### src/bst_pkg.sv
// bst_pkg: shared widths, stage counts, stream word types and the square-root step
// used by the bounding sphere transform pipeline. No dependencies.
`timescale 1ns / 1ps
`default_nettype none

package bst_pkg;

    localparam int NUM_LANES           = 3;
    localparam int FIELD_WIDTH         = 48;
    localparam int RADIUS_WIDTH        = 16;
    // squared column length is normalized so the root carries this many bits
    localparam int ROOT_SCALE_BITS     = 31;
    localparam int ROOT_WIDTH          = 32;
    localparam int RADICAND_WIDTH      = 2 * ROOT_WIDTH;
    localparam int REM_WIDTH           = ROOT_WIDTH + 3;
    localparam int SQRT_BITS_PER_STAGE = 2;
    localparam int SQRT_STAGES         = ROOT_WIDTH / SQRT_BITS_PER_STAGE;
    // index of the stage that holds the finished root
    localparam int ROOT_STAGE          = 2 + SQRT_STAGES;
    localparam int NUM_STAGES          = ROOT_STAGE + 3;

    localparam logic [RADIUS_WIDTH-1:0] RADIUS_MAX = '1;

    typedef struct packed {
        logic [FIELD_WIDTH-1:0]  matrix_column_0;
        logic [FIELD_WIDTH-1:0]  matrix_column_1;
        logic [FIELD_WIDTH-1:0]  matrix_column_2;
        logic [FIELD_WIDTH-1:0]  translation_column;
        logic [FIELD_WIDTH-1:0]  sphere_center;
        logic [RADIUS_WIDTH-1:0] sphere_radius;
    } t_in_word;

    typedef struct packed {
        logic [FIELD_WIDTH-1:0]  new_center;
        logic [RADIUS_WIDTH-1:0] new_radius;
        logic                    saturated;
    } t_out_word;

    typedef struct packed {
        logic [ROOT_WIDTH-1:0] root;
        logic [REM_WIDTH-1:0]  rem;
    } t_sqrt_acc;

    // one restoring digit of the integer square root
    function automatic t_sqrt_acc sqrt_step(t_sqrt_acc acc, logic [1:0] pair);
        logic [REM_WIDTH-1:0] rem_sh;
        logic [REM_WIDTH-1:0] trial;
        t_sqrt_acc            res;
        rem_sh = {acc.rem[REM_WIDTH-3:0], pair};
        trial  = REM_WIDTH'({acc.root, 2'b01});
        if (rem_sh >= trial) begin
            res.rem  = rem_sh - trial;
            res.root = {acc.root[ROOT_WIDTH-2:0], 1'b1};
        end else begin
            res.rem  = rem_sh;
            res.root = {acc.root[ROOT_WIDTH-2:0], 1'b0};
        end
        return res;
    endfunction

endpackage

`default_nettype wire

### src/bst_sqrt.sv
// bst_sqrt: pipelined integer square root, two root bits per stage.
// Depends on bst_pkg (sqrt_step, stage counts).
`timescale 1ns / 1ps
`default_nettype none

module bst_sqrt import bst_pkg::*; (
    input  logic                      i_clk,
    input  logic                      i_en,
    input  logic [RADICAND_WIDTH-1:0] i_radicand,
    output logic [ROOT_WIDTH-1:0]     o_root
);

    logic [RADICAND_WIDTH-1:0] r_x   [SQRT_STAGES];
    t_sqrt_acc                 r_acc [SQRT_STAGES];
    logic [RADICAND_WIDTH-1:0] n_x   [SQRT_STAGES];
    t_sqrt_acc                 n_acc [SQRT_STAGES];

    for (genvar s = 0; s < SQRT_STAGES; s++) begin : g_stage
        always_comb begin
            logic [RADICAND_WIDTH-1:0] x;
            t_sqrt_acc                 acc;
            if (s == 0) begin
                x   = i_radicand;
                acc = '0;
            end else begin
                x   = r_x[(s > 0) ? s - 1 : 0];
                acc = r_acc[(s > 0) ? s - 1 : 0];
            end
            // consume the radicand from the top, one bit pair per digit
            for (int b = 0; b < SQRT_BITS_PER_STAGE; b++) begin
                acc = sqrt_step(acc, x[RADICAND_WIDTH-1 -: 2]);
                x   = x << 2;
            end
            n_x[s]   = x;
            n_acc[s] = acc;
        end

        always_ff @(posedge i_clk) begin
            if (i_en) begin
                r_x[s]   <= n_x[s];
                r_acc[s] <= n_acc[s];
            end
        end
    end

    assign o_root = r_acc[SQRT_STAGES-1].root;

endmodule

`default_nettype wire

### config.mk
export PLATFORM = sky130hd
export DESIGN_NAME = bst_sqrt
export DESIGN_NICKNAME = d
export VERILOG_FILES = /design/src/bst_pkg.sv /design/src/bst_sqrt.sv
export SDC_FILE = /design/constraint.sdc
export NUM_CORES = 2
export LEC_CHECK = 0
export BUFFER_PORTS_ARGS = -buffer_cell sky130_fd_sc_hd__buf_2
export CORE_MARGIN = 2
export CORE_UTILIZATION = 45
export DETAILED_ROUTE_END_ITERATION = 6
export GPL_TIMING_DRIVEN = 0
export PLACE_DENSITY = 0.62
export SYNTH_ARGS = -nofsm -noshare
export SYNTH_HDL_FRONTEND = slang
export SYNTH_SLANG_ARGS = --single-unit
### constraint.sdc
create_clock -name i_clk -period 8.31 [get_ports i_clk]
set_input_delay 0.4155 -clock i_clk [delete_from_list [all_inputs] [get_ports i_clk]]
set_output_delay 0.4155 -clock i_clk [all_outputs]
set_load 0.01 [all_outputs]
==> metrics.md <==
| Metric | Value |
|---|---|
| Met1 Use GR | 0.316 |
| Die W | 426 µm |
| Setup Skew | 0.0291 ns |
| Critical hold path startpoint | i_en |
| FF-to-FF End | r_acc[1][68]$_DFFE_PP_ |
| CP required | slightly below 9 ns |
| Global Route Usage Sum | 0.232 |
| CP Launch Type | flop |
| Critical Path Fanout Max | 10 |
| RSZ-0062 raised after global routing | false |
| Met2 usage | 0.376 |
| Initial Util | 0.454 |
| CTS max path bufs | 3 |
| Die area | 181000 µm² |
| Starting DRC count in detailed routing | ~5300 |
| GRT overflow | 0 |
| Share of layout cells above drive strength 1 | 0.0757 |
| Die Ht | 426 µm |
| CTS HTree Levels | 4 |
| Final setup viols | 0 |
| Largest net degree at the start of global routing | 186 |
| Synthesized area | 80100 µm² |
| P_sw | 10.8 mW |
| First-pass GRT wire length | 331000 µm |
| Crit Path Category | reg2reg |
| Leading cell type in the layout, fill and taps excluded | edfxtp_1 |
| Final min period | ~7.9 ns |
| Reg area | 36800 µm² |
| Clock Sinks | 1225 |
| Via/cell ratio | 5.76 |
| PortBufs | 97 |
| Remaining antenna violation count | 0 |
| Top cells by area, synth | edfxtp_1, ha_1, xnor2_1, a21oi_1, nand2_1 |
| F_max | 126 MHz |
| Final Cycle Share | 0.955 |
| Synth Flop Type | edfxtp_1 |
| CTS tree | built |
| Ant. Diodes | 0 |
| Area share of the largest cell type after synthesis | 0.459 |
| Initial antenna violation count | 1 |
| Core ar. | 176000 µm² |
| CP Capture Point | r_acc[1][68]$_DFFE_PP_ |
| Flip-flop and latch count after synthesis | 1225 |
| Yosys warns | 0 |
| Worst reg-to-reg path cell count | 28 |
| Fill cells | between 15000 and 20000 |
| Setup tns final | 0 ns |
| Slew HR | 0.125 |
| CP max stage delay | 0.53 ns |
| Std cell rows | 154 |
| DRC viols | 0 |
| Total CTS buffers | 140 |
| Routed wire length | 215000 µm |
| Clock Latency Late Sink | 0.81 ns |
| Cell taking the most area after synthesis | edfxtp_1 |
| Commonest non-fill, non-tap cells in the layout | edfxtp_1, nand2_1, nor2_1, a21oi_1, ha_1 |
| Clock network fraction of design power | 0.223 |
| Final hold violation count | 0 |
| DP Wirelength | 168000 µm |
| Max rail drop VDD | 0.000240 V |
| Leak | about 35 nW |
| Hold_ws | around 0.043 ns |
| Sequential area share after synthesis | 0.459 |
| GPL Wtd Cong | 0.933 |
| Final-stage net count | 8855 |
| Root cell of the clock tree | clkbuf_16 |
| Max Slew Vio Count | 0 |
| Post-synthesis cell type count | around 110 |
| Outcome | finished clean |
| Switching Fraction | 0.387 |
| CTS clk-pin slew, worst paths | approximately 0.050 ns |
| Slowest CP cell | edfxtp_1 |
| Post-Syn Area per Cell | 10.1 µm² |
| Vias post-DR | 61600 |
| Worst Setup SP | r_acc[1][45]$_DFFE_PP_ |
| Synth Instances | 7922 |
| Reg2Reg Launch Point | r_acc[1][45]$_DFFE_PP_ |
| Max Cap Viol | 0 |
| Post-synth ARST share | 0 |
| Combinational share of power | 0.450 |
| Least-Margin Pin Slew | between 1 and 1.5 ns |
| Pint | 17.1 mW |
| Critical path arrival | 8.49 ns |
| Sequential power share | 0.327 |
| Post-synth EDFFs | 1225 |
| Reg-to-reg setup timing slack | 0.38 ns |
| Footprint of the multi-input gates | 40500 µm² |
| Met3 Use GR | 0.0282 |
| Pwr dens | approximately 310 nW/µm² |
| Global routing's busiest layer | met2 |
| WL per Instance | 20.1 µm |
| CP Capture Type | flop |
| Overall Power | ~28 mW |
| Vias in the first global route | ~59000 |
| # IOs | 98 |
| Pre-Repair DR Iteration Count | 6 |
| Hold crit path type | in2reg |
| Area delta synth->final | 11.3% |
worst max-delay path: cells and delay by family (launching register included):
kind	cells	cell delay [ns]
flops	1	0.53
compound gates	13	3.20
simple gates	5	1.41
fa+ha+maj	2	0.72
buf+inv	8	1.82
synth_stat cells, drive strengths merged, types with 19 or more instances:
| library cell | instances |
|---|---|
| edfxtp | 1225 |
| nand2 | 641 |
| nor2 | 619 |
| a21oi | 596 |
| ha | 557 |
| xnor2 | 490 |
| inv | 472 |
| o21ai | 464 |
| a21o | 298 |
| xor2 | 257 |
| nor3 | 214 |
| nand3 | 190 |
| clkbuf | 158 |
| nor4 | 114 |
| nand2b | 113 |
| nand4 | 111 |
| nor2b | 99 |
| o21a | 98 |
| mux2 | 97 |
| buf | 85 |
| o31ai | 74 |
| or3 | 70 |
| or2 | 65 |
| a211oi | 59 |
| and3 | 56 |
| or4 | 56 |
| o21bai | 53 |
| a31oi | 52 |
| and2 | 46 |
| o211ai | 43 |
| nor4b | 29 |
| nand3b | 26 |
| nor3b | 23 |
| a21boi | 21 |
| o31a | 21 |
| a31o | 20 |
| nand4b | 20 |
| a2111oi | 19 |
| a211o | 19 |
| mux2i | 19 |
metrics by stage:
step           utilization  instances  instance area (µm²)  setup slack [ns]
2_1_floorplan            -       7924                80100              1.92
3_3_place_gp         0.473      10400                83500            -12.06
3_5_place_dp         0.474      10400                83700            -0.184
4_1_cts              0.504      10700                89000           0.00432
5_1_grt              0.505      10700                89100            0.0181
6_report             0.505      10700                89100             0.375
routing by layer:
layer,part of all wire,up-vias
li1,-,30000
met1,0.45,29500
met2,0.46,1643
met3,0.045,379
met4,0.040,0
met5,0,-
cell families (layout without fill, tap and decap cells):
logic type / after synthesis / count (layout) / share of synthesized area
and+or+nand+nor: 2528 / 2528 / 0.158
AOI/OAI and AO/OA: 2026 / 2026 / 0.161
DFF: 1225 / 1225 / 0.459
xor gates and xnor gates: 747 / 747 / 0.0817
buffers and inverters: 721 / 1145 / 0.0360
adders and majority gates: 558 / 558 / 0.0872
muxes: 116 / 116 / 0.0160
other: 1 / 3 / 0.0000468
worst min-delay path by stage:
| stage | to | cells past startpoint |
|---|---|---|
| floorplan | r_x[0][100]$_DFFE_PP_ | 0 |
| global placement | r_x[1][175]$_DFFE_PP_ | 0 |
| detailed placement | r_x[0][109]$_DFFE_PP_ | 0 |
| CTS | r_acc[0][0]$_DFFE_PP_ | 3 |
| global route | r_x[0][29]$_DFFE_PP_ | 1 |
| finish | r_x[0][29]$_DFFE_PP_ | 1 |
power by group through the flow:
stage	Clock (mW)	Combinational, mW	Sequential (mW)
3_5_place_dp	0	12.3	9.23
4_1_cts	6.40	12.4	9.11
2_1_floorplan	0	9.43	8.80
5_1_grt	6.65	13.9	9.20
6_report	6.21	12.6	9.11
3_3_place_gp	0	12.2	9.44
sequential cells by signal, indices dropped and copies added (netlist names):
| name | count |
|---|---|
| r_acc | 745 |
| r_x | 480 |
area by class of cell:
type                    count  area share
clock inverters            96      0.0115
inverters                 478      0.0202
repair buffers            171      0.0152
multi-input cells        5978       0.454
well taps                2340      0.0329
flip-flops and latches   1225       0.413
clock buffers             162      0.0410
plain buffers             238      0.0121
repair_timing:
item	4_1_cts	5_1_grt
hold endpoints to repair	64	0
hold buffers	64	0
pin swaps	0	1
endpoints found under the setup margin	30	197
setup buffers	0	3
resized for setup	5	26
Note: power is estimated with default switching activity, not from simulation.
