[src/bst_pkg.sv]
// bst_pkg: shared widths, stage counts, stream word types and the square-root step
// used by the bounding sphere transform pipeline. No dependencies.
`timescale 1ns / 1ps
`default_nettype none

package bst_pkg;

    localparam int NUM_LANES           = 3;
    localparam int FIELD_WIDTH         = 48;
    localparam int RADIUS_WIDTH        = 16;
    // squared column length is normalized so the root carries this many bits
    localparam int ROOT_SCALE_BITS     = 31;
    localparam int ROOT_WIDTH          = 32;
    localparam int RADICAND_WIDTH      = 2 * ROOT_WIDTH;
    localparam int REM_WIDTH           = ROOT_WIDTH + 3;
    localparam int SQRT_BITS_PER_STAGE = 2;
    localparam int SQRT_STAGES         = ROOT_WIDTH / SQRT_BITS_PER_STAGE;
    // index of the stage that holds the finished root
    localparam int ROOT_STAGE          = 2 + SQRT_STAGES;
    localparam int NUM_STAGES          = ROOT_STAGE + 3;

    localparam logic [RADIUS_WIDTH-1:0] RADIUS_MAX = '1;

    typedef struct packed {
        logic [FIELD_WIDTH-1:0]  matrix_column_0;
        logic [FIELD_WIDTH-1:0]  matrix_column_1;
        logic [FIELD_WIDTH-1:0]  matrix_column_2;
        logic [FIELD_WIDTH-1:0]  translation_column;
        logic [FIELD_WIDTH-1:0]  sphere_center;
        logic [RADIUS_WIDTH-1:0] sphere_radius;
    } t_in_word;

    typedef struct packed {
        logic [FIELD_WIDTH-1:0]  new_center;
        logic [RADIUS_WIDTH-1:0] new_radius;
        logic                    saturated;
    } t_out_word;

    typedef struct packed {
        logic [ROOT_WIDTH-1:0] root;
        logic [REM_WIDTH-1:0]  rem;
    } t_sqrt_acc;

    // one restoring digit of the integer square root
    function automatic t_sqrt_acc sqrt_step(t_sqrt_acc acc, logic [1:0] pair);
        logic [REM_WIDTH-1:0] rem_sh;
        logic [REM_WIDTH-1:0] trial;
        t_sqrt_acc            res;
        rem_sh = {acc.rem[REM_WIDTH-3:0], pair};
        trial  = REM_WIDTH'({acc.root, 2'b01});
        if (rem_sh >= trial) begin
            res.rem  = rem_sh - trial;
            res.root = {acc.root[ROOT_WIDTH-2:0], 1'b1};
        end else begin
            res.rem  = rem_sh;
            res.root = {acc.root[ROOT_WIDTH-2:0], 1'b0};
        end
        return res;
    endfunction

endpackage

`default_nettype wire

[src/bst_radius.sv]
// bst_radius: radius delay line, root times radius, rounding and saturation to Q8.8.
// Depends on bst_pkg.
`timescale 1ns / 1ps
`default_nettype none

module bst_radius import bst_pkg::*; #(
    parameter int VALUE_WIDTH          = 16,
    parameter int MATRIX_FRACTION_BITS = 12
) (
    input  logic                    i_clk,
    input  logic                    i_en,
    input  logic [RADIUS_WIDTH-1:0] i_radius,
    input  logic [ROOT_WIDTH-1:0]   i_root,
    output logic [RADIUS_WIDTH-1:0] o_radius,
    output logic                    o_sat
);

    localparam int PROD_W = ROOT_WIDTH + RADIUS_WIDTH;
    localparam int SUM_W  = PROD_W + 1;
    localparam int SH     = MATRIX_FRACTION_BITS + ROOT_SCALE_BITS - VALUE_WIDTH;

    localparam logic [SUM_W-1:0] ROUND_HALF = SUM_W'(1) << (SH - 1);

    logic [RADIUS_WIDTH-1:0] r_line [0:ROOT_STAGE];
    logic [PROD_W-1:0]       r_prod;
    logic [SUM_W-1:0]        w_q;
    logic [RADIUS_WIDTH-1:0] n_radius;
    logic                    n_sat;
    logic [RADIUS_WIDTH-1:0] r_radius;
    logic                    r_sat;

    always_comb begin
        w_q = (SUM_W'(r_prod) + ROUND_HALF) >> SH;
        if (w_q > SUM_W'(RADIUS_MAX)) begin
            n_radius = RADIUS_MAX;
            n_sat    = 1'b1;
        end else begin
            n_radius = w_q[RADIUS_WIDTH-1:0];
            n_sat    = 1'b0;
        end
    end

    always_ff @(posedge i_clk) begin
        if (i_en) begin
            r_line[0] <= i_radius;
            for (int k = 1; k <= ROOT_STAGE; k++) begin
                r_line[k] <= r_line[k-1];
            end
            r_prod   <= PROD_W'(i_root) * PROD_W'(r_line[ROOT_STAGE]);
            r_radius <= n_radius;
            r_sat    <= n_sat;
        end
    end

    assign o_radius = r_radius;
    assign o_sat    = r_sat;

endmodule

`default_nettype wire

[config.mk]
export PLATFORM = sky130hd
export DESIGN_NAME = bst_radius
export DESIGN_NICKNAME = d
export VERILOG_FILES = /design/src/bst_pkg.sv /design/src/bst_radius.sv
export SDC_FILE = /design/constraint.sdc
export NUM_CORES = 1
export LEC_CHECK = 0
export ABC_AREA = 0
export ABC_CLOCK_PERIOD_IN_PS = 9010
export BUFFER_PORTS_ARGS = -buffer_cell sky130_fd_sc_hd__buf_2
export CAP_MARGIN = 10
export CORE_UTILIZATION = 51
export CTS_CLUSTER_DIAMETER = 80
export DETAILED_ROUTE_END_ITERATION = 6
export MAX_ROUTING_LAYER = met4
export PLACE_DENSITY = 0.7
export SLEW_MARGIN = 15
export SYNTH_ARGS = -nofsm -noshare
export SYNTH_HDL_FRONTEND = slang
export SYNTH_SLANG_ARGS = --single-unit
[constraint.sdc]
create_clock -name i_clk -period 9.01 [get_ports i_clk]
set_clock_uncertainty 0.05 [all_clocks]
set_input_delay 0.4505 -clock i_clk [delete_from_list [all_inputs] [get_ports i_clk]]
set_output_delay 0.4505 -clock i_clk [all_outputs]
set_load 0.02 [all_outputs]
==> results.sh, run 1 <==
export IMPL_cp_max_fo=22
export IMPL_rr_startpoint="r_line[18][5]"
export IMPL_setup_worst_path_start="r_line[18][5]"
export IMPL_area_growth_pct=7.93
export IMPL_hold_path_class="in2reg"
export IMPL_dp_final_hpwl_mm=37.9
export IMPL_tritoncts="done"
export IMPL_cts_max_level=2
export IMPL_clockRootBuffer="clkbuf_16"
export IMPL_syn_num_nets=2781
export IMPL_synth_area_um2=26300
export IMPL_grt_total_usage=0.220
export IMPL_rsz0062_at_grt="no"
export IMPL_insertion_delay_ns=0.53
export IMPL_drv_slew=0
export IMPL_start_util=0.521
export IMPL_die_h_um=229
export IMPL_max_freq_mhz=128
export IMPL_row_count=82
export IMPL_synth_cell_types=50
export IMPL_synth_edf_count=343
export IMPL_place_gp_congestion=0.899
export IMPL_setup_tns_ns=0
export IMPL_nFillCells=4226
export IMPL_numClockSinks=343
export IMPL_yosysTopAreaCell="edfxtp_1"
export IMPL_grt_max_degree=204
export IMPL_cp_start_kind="register"
export IMPL_antenna_found_initial=3
export IMPL_clkTransAtPathRegs_ns=0.06
export IMPL_cts_setup_buffers=0
export IMPL_drtPass1Iterations=5
export IMPL_ff2ff_path_depth=20
export IMPL_ys_seq_elements=343
export IMPL_drt_initial_drc_count=1057
export IMPL_synth_ff_type="edfxtp_1"
export IMPL_top_level_ports=67
export IMPL_clockBufferDepth=3
export IMPL_synth_area_leaders="edfxtp_1 (39%), fa_1 (32%), inv_1 (6.3%)"
export IMPL_synth_commonest_cells="inv_1 (443), fa_1 (417), edfxtp_1 (343)"
export IMPL_outcome="complete, no violations"
export IMPL_reg2reg_slack_ns=1.20
export IMPL_detail_route_wl_per_cell_um=17.9
export IMPL_ys_seq_area_frac=0.391
export IMPL_max_slew_margin=0.181
export IMPL_numPortBuffers=66
export IMPL_grt_pass1_vias=17300
export IMPL_cap_violations=0
export IMPL_layout_drive_gt1_share=0.0581
export IMPL_drc_errors=0
export IMPL_synth_top_area_share=0.391
export IMPL_worst_slew_pin_slew_ns=1.23
export IMPL_min_period_ns=7.81
export IMPL_worstSetupEndpoint="r_prod[37]"
export IMPL_cts_resized=0
export IMPL_grt_pass1_wl_mm=88.5
export IMPL_nNetsFinal=2813
export IMPL_ys_async_sr_fraction=0
export IMPL_rr_endpoint="r_prod[37]"
export IMPL_syn_avg_cell_area_um2=12.0
export IMPL_syn_inst=2196
export IMPL_critical_path_class="reg2reg"
export IMPL_hold_buffers=0
export IMPL_cp_required_ns=9.22
export IMPL_period_share=0.866
export IMPL_ant_nets=0
export IMPL_cp_data_arrival_time_ns=8.01
export IMPL_vias=15600
export IMPL_end_kind="register"
export IMPL_cts_buffers=34
export IMPL_yosysMostFrequentCell="inv_1"
export IMPL_finalSetupViolCount=0
export IMPL_avgViaCountPerCell=5.34
export IMPL_yosysWarnings=0
export IMPL_drt_wl_total_mm=52.5
export IMPL_hold_viol=0
export IMPL_grt_overflow=0
export IMPL_die_area_um2=52500
export IMPL_die_w_um=229
export IMPL_core_area_um2=50500
## kinds of logic after synthesis
logic type	count (synthesis)	synth area share
XOR/XNOR	36	0.0123
AND/OR/NAND/NOR	629	0.116
multiplexers	1	0.000380
flip-flops	343	0.391
buffers and inverters	529	0.0755
AO/OA/AOI/OAI	123	0.0308
adder cells (fa/ha/maj)	535	0.373
## per-layer routing
layer / global-route usage / part of all wire / routed length, um / vias to the layer above
li1: - / - / - / 6882
met1: 0.283 / 0.41 / 21500 / 8018
met2: 0.354 / 0.48 / 25200 / 590
met3: 0.0321 / 0.069 / 3640 / 149
met4: 0.0896 / 0.042 / 2180 / 0
met5: - / 0 / 0 / -
## state kept, by name, indices dropped and copies added, names as in the netlist
signal	flops
r_line	304
r_prod	22
o_radius	16
o_sat	1
## cells in the final DEF (no fill, tap or decap), types with 2 or more instances in the layout
cell,count
nor3_1,5
nand2_1,331
edfxtp_1,343
o211ai_1,2
o31ai_1,4
o221ai_1,3
o2111ai_1,2
buf_2,65
nor2_1,15
o21bai_1,5
and3_1,8
xor2_1,17
ha_1,118
buf_8,2
fa_1,417
clkinv_2,4
clkbuf_1,9
nor2b_1,4
a211oi_1,4
buf_4,14
a21o_1,24
a21oi_1,36
nor4_1,3
xnor2_1,18
inv_1,443
a211o_1,2
diode_2,3
and2_1,223
nand3_1,17
bufinv_16,2
nand2b_1,4
o21a_1,3
nand4_1,11
a31oi_1,5
clkbuf_16,34
clkinv_1,8
o21ai_1,4
and4_1,3
a2111oi_0,2
o21ai_0,17
## critical path, stage by stage, from the launching register on
cell      delay [ns]
edfxtp_1        1.02
buf_4           0.34
and2_1          0.17
fa_1            0.42
inv_1           0.08
fa_1            0.43
fa_1            0.52
inv_1           0.05
fa_1            0.48
fa_1            0.49
inv_1           0.05
fa_1            0.51
inv_1           0.05
ha_1            0.46
and3_1          0.31
nand2_1         0.08
nor4_1          0.79
o21ai_0         0.55
o211a_1         0.34
o21ai_0         0.23
xor2_1          0.10
## metrics by stage
stage | setup WS [ns] | util | instance area (um2) | hold WS [ns] | instances
final | 1.20 | 0.563 | 28400 | 0.0383 | 2929
after detailed placement | 1.31 | 0.541 | 27300 | 0.355 | 2863
after global routing | 0.901 | 0.563 | 28400 | 0.0153 | 2927
after global placement | 1.38 | 0.541 | 27300 | 0.351 | 2863
after CTS | 1.26 | 0.562 | 28400 | 0.0155 | 2925
after floorplan | 2.61 | - | 26300 | 0.350 | 2196
## worst min path at each step
stage | startpoint | end | cells past startpoint
floorplan | r_line[9][0] | r_line[10][0] | 0
global placement | r_line[15][5] | r_line[16][5] | 0
detailed placement | r_line[11][14] | r_line[12][14] | 0
CTS | i_radius[14] | r_line[0][14] | 1
global route | i_radius[14] | r_line[0][14] | 1
finish | i_radius[14] | r_line[0][14] | 1
## cell type report
class | count | area [um2] | area share
sequential | 343 | 10300 | 0.363
inverter | 443 | 1660 | 0.0586
clock inverter | 19 | 196 | 0.00692
antenna | 3 | 7.51 | 0.000264
clock buffer | 43 | 885 | 0.0311
multi-input combinational | 1324 | 14000 | 0.494
timing repair buffer | 82 | 480 | 0.0169
tap | 672 | 841 | 0.0296
Power of run 1 is left out: the tool's default activity adds up to more than one toggle a clock period on the data nets, which glitch-free logic cannot reach.
==> inputs of run 2 (changes only) <==
--- a/config.mk
+++ b/config.mk
@@ -9,9 +9,11 @@
 export ABC_CLOCK_PERIOD_IN_PS = 9010
 export BUFFER_PORTS_ARGS = -buffer_cell sky130_fd_sc_hd__buf_2
 export CAP_MARGIN = 10
+export CORE_MARGIN = 2
 export CORE_UTILIZATION = 51
 export CTS_CLUSTER_DIAMETER = 80
 export DETAILED_ROUTE_END_ITERATION = 6
+export GPL_ROUTABILITY_DRIVEN = 0
 export MAX_ROUTING_LAYER = met4
 export PLACE_DENSITY = 0.7
 export SLEW_MARGIN = 15
==> results.sh, run 2 (synthesized netlist as in run 1, its figures left out) <==
export IMPL_cp_required_ns=9.23
export IMPL_cp_slowest_stage_delay_ns=1.21
export IMPL_fin_area_um2=28400
export IMPL_antenna_found_initial=2
export IMPL_drv_slew=0
export IMPL_cp_max_fo=32
export IMPL_utilization=0.554
export IMPL_start_util=0.514
export IMPL_drt_wl_total_mm=51.4
export IMPL_period_share=0.834
export IMPL_multi_input_area_um2=14000
export IMPL_grt_max_degree=102
export IMPL_avgViaCountPerCell=5.29
export IMPL_clockRootBuffer="clkbuf_16"
export IMPL_die_area_um2=53400
export IMPL_cts_max_level=2
export IMPL_layout_drive_gt1_share=0.0586
export IMPL_whs_ns=0.0435
export IMPL_hold_buffers=0
export IMPL_largest_reg_flops=304
export IMPL_crit_chain="nand2_1 > fa_1 > fa_1 > fa_1 > inv_1 > fa_1 > fa_1 > inv_1 > fa_1 > inv_1 > ha_1 > nand2_1 > or4_1 > o41ai_1 > o31a_2 > a221oi_2 > o31a_1 > nor2b_4 > xnor2_2"
export IMPL_drt_met1_wl_mm=20.8
export IMPL_nNetsFinal=2813
export IMPL_crit_slowest_cell="edfxtp_1"
export IMPL_wl_met2_mm=25.7
export IMPL_worst_slew_pin_slew_ns=1.29
export IMPL_row_count=83
export IMPL_drc_errors=0
export IMPL_numPortBuffers=66
export IMPL_hold_path_class="in2reg"
export IMPL_dr_wl_met3_mm=2.96
export IMPL_finalSetupViolCount=0
export IMPL_area_growth_pct=7.74
export IMPL_numClockSinks=343
export IMPL_outcome="complete, no violations"
export IMPL_grt_total_usage=0.211
export IMPL_cts_resized=0
export IMPL_core_area_um2=51200
export IMPL_grt_pass1_vias=17000
export IMPL_end_kind="register"
export IMPL_grt_overflow=0
export IMPL_clockBufferDepth=3
export IMPL_top_register="r_line"
export IMPL_die_h_um=231
export IMPL_rsz0062_at_grt="no"
export IMPL_final_common_cell="inv_1"
export IMPL_vias=15500
export IMPL_setup_tns_ns=0
export IMPL_highest_layer="met4"
export IMPL_min_period_ns=7.51
export IMPL_die_w_um=231
export IMPL_cpMostUsedCell="fa_1"
export IMPL_critical_path_class="reg2reg"
export IMPL_cp_data_arrival_time_ns=7.73
export IMPL_placed_area_um2=27300
export IMPL_top_level_ports=67
export IMPL_max_freq_mhz=133
export IMPL_max_slew_margin=0.141
export IMPL_clkTransAtPathRegs_ns=0.06
export IMPL_cts_buffers=34
export IMPL_cts_setup_buffers=0
export IMPL_hold_viol=0
export IMPL_seqCellArea_um2=10300
export IMPL_insertion_delay_ns=0.53
export IMPL_num_antenna_cells=0
export IMPL_tritoncts="done"
export IMPL_detail_route_wl_per_cell_um=17.5
export IMPL_ant_nets=0
export IMPL_final_cell_mix="inv_1 (443), fa_1 (417), edfxtp_1 (343)"
export IMPL_grt_pass1_wl_mm=86.3
export IMPL_nFillCells=4211
export IMPL_dp_final_hpwl_mm=37.9
export IMPL_drtPass1Iterations=5
export IMPL_cap_violations=0
export IMPL_drt_initial_drc_count=1084
export IMPL_cp_start_kind="register"
-- run 2: stage by stage --
step | cells | worst slack (ns)
3_5_place_dp | 2872 | 1.62
3_3_place_gp | 2872 | 1.70
5_1_grt | 2932 | 1.19
2_1_floorplan | 2196 | 2.61
4_1_cts | 2932 | 1.56
6_report | 2932 | 1.50
-- run 2: final timing paths --
| kind | start | to | slack (ns) | cells after the start |
|---|---|---|---|---|
| hold reg to reg | r_line[1][11] | r_line[2][11] | 0.36 | 0 |
| setup / recovery | r_line[18][3] | r_prod[46] | 1.50 | 19 |
| setup reg to reg | r_line[18][3] | r_prod[46] | 1.50 | 19 |
| hold / removal | i_radius[1] | r_line[0][1] | 0.04 | 1 |
-- run 2: layer usage --
metal | vias to the layer above | GRT usage
met4 | 0 | 0.0810
met5 | - | -
met2 | 474 | 0.352
met3 | 146 | 0.0299
met1 | 8007 | 0.263
li1 | 6873 | -
-- run 2: critical path, delay by kind of cell, from the launching register on --
family                   cells  cell delay [ns]
AND/OR/NAND/NOR              4             1.03
adder cells (fa/ha/maj)      7             3.35
XOR/XNOR                     1             0.12
buffers and inverters        3             0.16
AO/OA/AOI/OAI                4             1.32
flip-flops                   1             1.21
-- run 2: final cells by class --
| type | instances | area share |
|---|---|---|
| Multi-Input combinational cell | 1324 | 0.495 |
| Sequential cell | 343 | 0.363 |
| Inverter | 443 | 0.0587 |
| Clock buffer | 40 | 0.0308 |
| Tap cell | 680 | 0.0300 |
| Timing Repair Buffer | 82 | 0.0164 |
| Clock inverter | 20 | 0.00609 |
Power of run 2 is left out for the same reason.
